$ cat src/rtl/core/mpq_pkg.sv
// ----------------------------------------------------------------------------
// mpq_pkg: shared types and constants of the max priority queue
// Holds the queue depth, the item codes and the entry and control records
// that travel between the queue cells and the top level.
// ----------------------------------------------------------------------------
package mpq_pkg;

    // Number of entries the queue can hold.
    localparam int CAPACITY = 16;

    // Field widths fixed by the item format.
    localparam int PRIO_W = 32;
    localparam int DATA_W = 32;

    // Operation carried by an input item.
    typedef enum logic {
        KIND_INSERT = 1'b0,
        KIND_REMOVE = 1'b1
    } kind_t;

    // Result status codes.
    typedef enum logic [1:0] {
        ST_OK    = 2'd0,
        ST_FULL  = 2'd1,
        ST_EMPTY = 2'd2
    } status_t;

    // One queue entry as held by a cell.
    typedef struct packed {
        logic                     valid;
        logic signed [PRIO_W-1:0] prio;
        logic signed [DATA_W-1:0] data;
    } entry_t;

    // Operation broadcast to every cell at once.
    typedef struct packed {
        logic insert;
        logic remove;
    } cell_ctrl_t;

endpackage

$ cat src/rtl/core/mpq_if.sv
// ----------------------------------------------------------------------------
// mpq_in_if / mpq_out_if: item channels of the max priority queue
// Valid/ready channels; an item moves on a rising edge with both high.
// ----------------------------------------------------------------------------
interface mpq_in_if;
    import mpq_pkg::*;

    logic                     valid;
    logic                     ready;
    logic                     kind;
    logic signed [PRIO_W-1:0] priority_req;
    logic signed [DATA_W-1:0] payload;

    modport source (output valid, kind, priority_req, payload, input ready);
    modport sink   (input valid, kind, priority_req, payload, output ready);
endinterface

interface mpq_out_if;
    import mpq_pkg::*;

    logic                     valid;
    logic                     ready;
    logic [1:0]               status;
    logic signed [PRIO_W-1:0] out_priority;
    logic signed [DATA_W-1:0] out_payload;

    modport source (output valid, status, out_priority, out_payload, input ready);
    modport sink   (input valid, status, out_priority, out_payload, output ready);
endinterface

$ cat src/rtl/core/mpq_cell.sv
// ----------------------------------------------------------------------------
// mpq_cell: one slot of the sorted queue chain
// Holds one entry. The chain stays sorted by descending priority, with equal
// priorities in arrival order. On insert a cell yields when the new priority
// is strictly greater than its own or it is empty; on remove it takes the
// entry of the next cell.
// ----------------------------------------------------------------------------
module mpq_cell
    import mpq_pkg::*;
(
    input  logic       clk,
    input  logic       rst_n,
    input  cell_ctrl_t ctrl,
    input  entry_t     new_entry,
    input  entry_t     prev_entry,
    input  logic       prev_yield,
    input  entry_t     next_entry,
    output entry_t     entry,
    output logic       yield
);

    logic                     valid_reg;
    logic                     valid_next;
    logic signed [PRIO_W-1:0] prio_reg;
    logic signed [PRIO_W-1:0] prio_next;
    logic signed [DATA_W-1:0] data_reg;
    logic signed [DATA_W-1:0] data_next;

    // This cell gives way to the new entry.
    assign yield = !valid_reg || (new_entry.prio > prio_reg);

    assign entry.valid = valid_reg;
    assign entry.prio  = prio_reg;
    assign entry.data  = data_reg;

    // Next content: shift up on remove, shift down or load on insert.
    always_comb
    begin
        valid_next = valid_reg;
        prio_next  = prio_reg;
        data_next  = data_reg;
        if (ctrl.remove)
        begin
            valid_next = next_entry.valid;
            prio_next  = next_entry.prio;
            data_next  = next_entry.data;
        end
        else if (ctrl.insert && yield)
        begin
            if (prev_yield)
            begin
                valid_next = prev_entry.valid;
                prio_next  = prev_entry.prio;
                data_next  = prev_entry.data;
            end
            else
            begin
                valid_next = 1'b1;
                prio_next  = new_entry.prio;
                data_next  = new_entry.data;
            end
        end
    end

    // Occupancy flag.
    always_ff @(posedge clk or negedge rst_n)
    begin
        if (!rst_n)
        begin
            valid_reg <= 1'b0;
        end
        else
        begin
            valid_reg <= valid_next;
        end
    end

    // Entry contents.
    always_ff @(posedge clk)
    begin
        prio_reg <= prio_next;
        data_reg <= data_next;
    end

endmodule

$ cat src/rtl/core/max_priority_queue_unit.sv
// ----------------------------------------------------------------------------
// max_priority_queue_unit: bounded max priority queue
// A chain of CAPACITY cells kept sorted by descending priority, earliest
// arrival first among equal priorities. Insert places the item in its sorted
// slot, remove takes the head of the chain.
//
//   channel   | dir | fields
//   ----------+-----+------------------------------------
//   in_item   | in  | kind, priority_req, payload
//   out_item  | out | status, out_priority, out_payload
//
// All cells compare against the new priority at once and shift by one slot,
// so one item is accepted per cycle while the output register can take it.
// Each item gives one result in the cycle after it is accepted, held in an output register.
// Reset empties the queue at once; there is no clearing pass.
// A new item is accepted while the output register is empty or being taken.
// ----------------------------------------------------------------------------
module max_priority_queue_unit
    import mpq_pkg::*;
(
    input  logic      clk,
    input  logic      rst_n,
    mpq_in_if.sink    in_item,
    mpq_out_if.source out_item
);

    entry_t     cell_entry [CAPACITY];
    logic       cell_yield [CAPACITY];
    entry_t     new_entry;
    entry_t     empty_entry;
    cell_ctrl_t ctrl;
    logic       accept;
    logic       is_insert;
    logic       full;
    logic       empty;

    logic                     out_valid_reg;
    logic                     out_valid_next;
    status_t                  status_reg;
    status_t                  status_next;
    logic signed [PRIO_W-1:0] prio_reg;
    logic signed [PRIO_W-1:0] prio_next;
    logic signed [DATA_W-1:0] data_reg;
    logic signed [DATA_W-1:0] data_next;

    // Handshake and queue state.
    assign in_item.ready = !out_valid_reg || out_item.ready;
    assign accept        = in_item.valid && in_item.ready;
    assign is_insert     = (kind_t'(in_item.kind) == KIND_INSERT);
    assign full          = cell_entry[CAPACITY-1].valid;
    assign empty         = !cell_entry[0].valid;

    assign ctrl.insert = accept && is_insert && !full;
    assign ctrl.remove = accept && !is_insert && !empty;

    assign new_entry.valid = 1'b1;
    assign new_entry.prio  = in_item.priority_req;
    assign new_entry.data  = in_item.payload;

    assign empty_entry.valid = 1'b0;
    assign empty_entry.prio  = '0;
    assign empty_entry.data  = '0;

    // Cell chain.
    for (genvar i = 0; i < CAPACITY; i++)
    begin : g_cell
        entry_t prev_entry;
        logic   prev_yield;
        entry_t next_entry;

        if (i == 0)
        begin : g_head
            assign prev_entry = empty_entry;
            assign prev_yield = 1'b0;
        end
        else
        begin : g_body
            assign prev_entry = cell_entry[i-1];
            assign prev_yield = cell_yield[i-1];
        end

        if (i == CAPACITY - 1)
        begin : g_tail
            assign next_entry = empty_entry;
        end
        else
        begin : g_link
            assign next_entry = cell_entry[i+1];
        end

        mpq_cell u_cell (
            .clk        (clk),
            .rst_n      (rst_n),
            .ctrl       (ctrl),
            .new_entry  (new_entry),
            .prev_entry (prev_entry),
            .prev_yield (prev_yield),
            .next_entry (next_entry),
            .entry      (cell_entry[i]),
            .yield      (cell_yield[i])
        );
    end

    // Result for the accepted item.
    always_comb
    begin
        out_valid_next = out_valid_reg && !out_item.ready;
        status_next    = status_reg;
        prio_next      = prio_reg;
        data_next      = data_reg;
        if (accept)
        begin
            out_valid_next = 1'b1;
            prio_next      = '0;
            data_next      = '0;
            if (is_insert)
            begin
                status_next = full ? ST_FULL : ST_OK;
            end
            else if (empty)
            begin
                status_next = ST_EMPTY;
            end
            else
            begin
                status_next = ST_OK;
                prio_next   = cell_entry[0].prio;
                data_next   = cell_entry[0].data;
            end
        end
    end

    // Output valid flag.
    always_ff @(posedge clk or negedge rst_n)
    begin
        if (!rst_n)
        begin
            out_valid_reg <= 1'b0;
        end
        else
        begin
            out_valid_reg <= out_valid_next;
        end
    end

    // Output payload.
    always_ff @(posedge clk)
    begin
        status_reg <= status_next;
        prio_reg   <= prio_next;
        data_reg   <= data_next;
    end

    assign out_item.valid        = out_valid_reg;
    assign out_item.status       = status_reg;
    assign out_item.out_priority = prio_reg;
    assign out_item.out_payload  = data_reg;

endmodule

$ cat src/flat_wrapper.sv
// flat-port wrapper written by rule: the top's interface ports become plain ports
module max_priority_queue_unit_flat import mpq_pkg::*;
  (clk, rst_n, in_item_valid, in_item_kind, in_item_priority_req, in_item_payload, in_item_ready, out_item_valid, out_item_status, out_item_out_priority, out_item_out_payload, out_item_ready);
  mpq_in_if in_item_i ();
  mpq_out_if out_item_i ();
  input  logic clk;
  input  logic rst_n;
  input wire logic [$bits(in_item_i.valid)-1:0] in_item_valid;
  input wire logic [$bits(in_item_i.kind)-1:0] in_item_kind;
  input wire logic [$bits(in_item_i.priority_req)-1:0] in_item_priority_req;
  input wire logic [$bits(in_item_i.payload)-1:0] in_item_payload;
  output wire logic [$bits(in_item_i.ready)-1:0] in_item_ready;
  output wire logic [$bits(out_item_i.valid)-1:0] out_item_valid;
  output wire logic [$bits(out_item_i.status)-1:0] out_item_status;
  output wire logic [$bits(out_item_i.out_priority)-1:0] out_item_out_priority;
  output wire logic [$bits(out_item_i.out_payload)-1:0] out_item_out_payload;
  input wire logic [$bits(out_item_i.ready)-1:0] out_item_ready;
  assign in_item_i.valid = in_item_valid;
  assign in_item_i.kind = in_item_kind;
  assign in_item_i.priority_req = in_item_priority_req;
  assign in_item_i.payload = in_item_payload;
  assign in_item_ready = in_item_i.ready;
  assign out_item_valid = out_item_i.valid;
  assign out_item_status = out_item_i.status;
  assign out_item_out_priority = out_item_i.out_priority;
  assign out_item_out_payload = out_item_i.out_payload;
  assign out_item_i.ready = out_item_ready;
  max_priority_queue_unit u_core (.clk(clk), .rst_n(rst_n), .in_item(in_item_i), .out_item(out_item_i));
endmodule
$ cat config.mk
export PLATFORM = sky130hd
export DESIGN_NAME = max_priority_queue_unit_flat
export DESIGN_NICKNAME = d
export VERILOG_FILES = /design/src/rtl/core/mpq_pkg.sv /design/src/rtl/core/mpq_if.sv /design/src/rtl/core/mpq_cell.sv /design/src/rtl/core/max_priority_queue_unit.sv /design/src/flat_wrapper.sv
export SDC_FILE = /design/constraint.sdc
export NUM_CORES = 2
export LEC_CHECK = 0
export BUFFER_PORTS_ARGS = -buffer_cell sky130_fd_sc_hd__clkbuf_2
export CAP_MARGIN = 20
export CORE_AREA = 4 4 406 448
export DETAILED_ROUTE_END_ITERATION = 8
export DIE_AREA = 0 0 410 452
export SETUP_SLACK_MARGIN = 0.3
export SYNTH_ARGS = -nofsm -noshare
export SYNTH_HDL_FRONTEND = slang
export SYNTH_HIERARCHICAL = 1
export SYNTH_SLANG_ARGS = --single-unit
$ cat constraint.sdc
create_clock -name clk -period 10.5 [get_ports clk]
set_input_delay 2.1 -clock clk [delete_from_list [all_inputs] [get_ports clk]]
set_output_delay 2.1 -clock clk [all_outputs]
set_load 0.1 [all_outputs]
==> After elaboration in Yosys (flattened, before gate mapping) <==
Index checks and enable logic that the tools add are counted.
{ "totals": {"elab_cells": 284, "regBits": 1107} }
{ "classes": {"order_cmp": 16, "n_mux": 141, "n_bitwise": 1, "n_reduce_logical": 74} }
{ "op_table": {"columns": ["op", "n"], "rows": [
  ["32-bit two-way mux", 90],
  ["32-bit > comparator", 16],
  ["1-bit two-way mux", 49],
  ["2-bit nonzero test", 16],
  ["1-bit logical AND", 22],
  ["1-bit logical NOT", 18],
  ["1-bit logical OR", 17],
  ["2-bit two-way mux", 2],
  ["2-bit AND reduction", 1],
  ["1-bit NOT", 1]
]} }

==> Longest topological paths before layout <==
{ "depth": {"ltp_word": 8, "ltp_mapped": 13, "mapped_depth_nobuf": 13} }

==> Modules after synthesis <==
The synthesis kept the hierarchy.
{ "by_module_without_submodules": {"columns": ["module", "cells_per_inst", "n_inst", "area_each_um2", "seq_area_each_um2"], "rows": [
  ["mpq_cell (u_core.g_cell[0].u_cell ...)", 404, 12, 4137.7, 1946.9],
  ["mpq_cell (u_core.g_cell[6].u_cell ...)", 414, 4, 4166.5, 1946.9],
  ["max_priority_queue_unit", 155, 1, 2582.5, 2006.9]
]} }

==> Worst setup path after synthesis <==
OpenSTA, ideal clock, no wires.
{ "synth_path": {"path_type": "input to register", "from": "input port out_item_ready", "to": "register u_core.g_cell[6].u_cell.data_reg[0], enable pin", "path_slack_ps": 2809, "arrival_ps": 7183, "path_stages": 4, "path_cell_list": "nand2b_1 and3_1 inv_1 o2111ai_1"} }
{ "synth_rtl": {"columns": ["item", "line", "rtl"], "rows": [
  ["start, declared", "flat_wrapper.sv:17", "input wire logic [$bits(out_item_i.ready)-1:0] out_item_ready;"],
  ["end signal, assigned", "mpq_cell.sv:82", "data_reg <= data_next;"],
  ["end, declared", "mpq_cell.sv:26", "logic signed [DATA_W-1:0] data_reg;"]
]} }

==> metrics <==
Post-Synthesis Cell Area roughly 69,000 um^2; vertical die dimension ~450 um; IO buf count about 140; Remaining DRCs 0; global-route wire length before repair approximately 280,000 um; Maximum Capacitance Violations 0; Placement Cell Area between 70,000 and 80,000 um^2; pin count of the biggest net entering global routing 299; half-perimeter wire length after placement around 120,000 um; final hold slack roughly 0.52 ns; number of antenna violations at the first check in global routing 16; CP startpoint kind primary input; DIE WIDTH roughly 400 um; Setup Slack @ Placement around 3.6 ns; maximum buffer depth of the clock tree 3; number of hold-repair buffers added at the cts stage 0; number of inserted filler cells in the final layout 16,700; Clk Latency, worst-skew pair just under 0.8 ns; syn_area_per_cell about 10 um^2; cells on worst reg2reg path 10; CTS clk-pin slew, worst paths approximately 0.06 ns; vias around 50,000; slew of the pin with the lowest slew margin 1.25 ns; worst-case vdd ir drop about 0.15 mV; layout overhead on the synthesized area 10.5%; number of failing hold endpoints at the final stage 0; final setup violation count 0; clk sinks approximately 1,100; setup fix buffers added after clock tree synthesis 0; Post-Syn Instances approximately 6,700; global-route usage over all layers 0.188; class of the tightest hold or removal check flip-flop to flip-flop; Layout Skew 0.0694 ns; die outline area between 150,000 and 200,000 um^2; Initial Utilization 0.389; worst path required time about 11 ns; final layout net count 7,338; Internal Power 10.6 mW; Final Worst Setup Slack between 4 and 5 ns; setup repair after global routing missed its margin false; remaining number of nets flagged by the antenna check after routing 0; number of cells in the design after placement around 9,000; arrival time worst endpoint between 6 and 7 ns; TritonCTS clock tree done; logic gate share of total power 0.317; CP endpoint kind flip-flop; crit share post-route 0.586; Pins Over Slew Limit 0; shortest clock period the worst path allows after layout slightly above 6 ns; final instance area around 76,000 um^2; clock network fraction of total power 0.254; cell leakage power 33.8 nW; Resized cells post-CTS 0; per-cell via count in the routed design 5.37; total CTS buffers roughly 120; gpl congestion roughly 0.86; power share of the sequential group 0.429; tightest slew margin relative to the limit 0.164; highest achievable clock rate between 0.15 and 0.2 GHz; net switching power of the design 5.80 mW; Root Driver sky130_fd_sc_hd__clkbuf_16; Total Neg Setup Slack 0 ns; I/O Pins 137; CTS H-tree depth 3; placeable core area approximately 180,000 um^2; share of final-layout standard cells stronger than drive strength 1 0.0709; number of cells on the worst hold path 2; vias in the first global route 49,100; total routed wirelength between 150,000 and 200,000 um; kind of critical path primary input to flip-flop; final cell count without fillers just over 9,000; grt ovf 0; switching part of the total 0.353; Std-Cell Rows between 150 and 200; number of iterations in the first detailed-routing pass 8; First DRT Iteration DRCs just over 4,000; power per standard cell area 216 nW/um^2; Synthesis Warnings 6; CP Max Fanout 35; Routed wire per std cell approximately 19 um; status finished clean
## cell type report
class	count	area [um^2]	share of cell area
clock buffer	148	3130	0.0411
sequential	1107	33200	0.436
multi-input combinational	4775	32800	0.431
inverter	540	2030	0.0266
clock inverter	68	648	0.00851
tap	2378	2980	0.0391
antenna	7	17.5	0.000230
timing repair buffer	215	1330	0.0175
## per-layer routing
metal	vias to the layer above	wire length, um	GRT usage
met5	-	80	0
met4	12	4480	0.0565
met3	251	10000	0.0237
met2	1352	80300	0.298
met1	23800	85000	0.270
li1	24200	-	-
## path summary, 6_finish.rpt
kind | from | end | slack, ns
worst min register to register | u_core/g_cell[15].u_cell/data_reg[27] | u_core/g_cell[14].u_cell/data_reg[27] | 0.52
min in group asynchronous | rst_n | u_core/out_item.valid | 1.34
worst max register to register | u_core/g_cell[0].u_cell/prio_reg[31] | u_core/g_cell[1].u_cell/data_reg[13] | 5.89
worst min-delay path | u_core/g_cell[15].u_cell/data_reg[27] | u_core/g_cell[14].u_cell/data_reg[27] | 0.52
worst max-delay path | in_item_priority_req[27] | u_core/g_cell[15].u_cell/data_reg[20] | 4.35
max in group asynchronous | rst_n | u_core/g_cell[0].u_cell/valid_reg | 8.63
## layout by cell type, fill, tap and decap left out, types with 73 or more instances in the layout
| master | instances |
|---|---|
| sky130_fd_sc_hd__nand2_1 | 1144 |
| sky130_fd_sc_hd__edfxtp_1 | 1090 |
| sky130_fd_sc_hd__o21ai_0 | 1088 |
| sky130_fd_sc_hd__mux2i_1 | 1024 |
| sky130_fd_sc_hd__inv_1 | 540 |
| sky130_fd_sc_hd__ha_1 | 512 |
| sky130_fd_sc_hd__a21oi_1 | 248 |
| sky130_fd_sc_hd__clkbuf_2 | 136 |
| sky130_fd_sc_hd__conb_1 | 132 |
| sky130_fd_sc_hd__clkbuf_16 | 120 |
| sky130_fd_sc_hd__nand4_1 | 104 |
| sky130_fd_sc_hd__buf_4 | 73 |
## stage by stage
stage / total power, mW / util
6_report: 16.4 / 0.430
5_1_grt: 17.4 / 0.430
4_1_cts: 16.5 / 0.430
3_5_place_dp: 12.3 / 0.409
3_3_place_gp: 12.1 / 0.409
2_1_floorplan: 10.8 / -
## worst max-delay path: stages
cell,delay (ns)
sky130_fd_sc_hd__clkbuf_2,0.49
sky130_fd_sc_hd__buf_4,0.40
sky130_fd_sc_hd__ha_1,0.24
sky130_fd_sc_hd__nand4_2,0.20
sky130_fd_sc_hd__nor4_1,0.76
sky130_fd_sc_hd__o31ai_1,0.29
sky130_fd_sc_hd__a31oi_1,0.30
sky130_fd_sc_hd__nand2b_4,0.68
sky130_fd_sc_hd__buf_4,0.68
sky130_fd_sc_hd__mux2i_1,0.31
sky130_fd_sc_hd__o21ai_0,0.10
## power groups by stage
stage | combinational, mW | clock [mW] | sequential, mW
floorplan | 3.71 | 0 | 7.10
global placement | 5.00 | 0 | 7.11
detailed placement | 5.20 | 0 | 7.14
CTS | 5.21 | 4.28 | 7.05
global route | 5.80 | 4.46 | 7.16
finish | 5.22 | 4.17 | 7.05
Power figures use the tool's default switching activity.
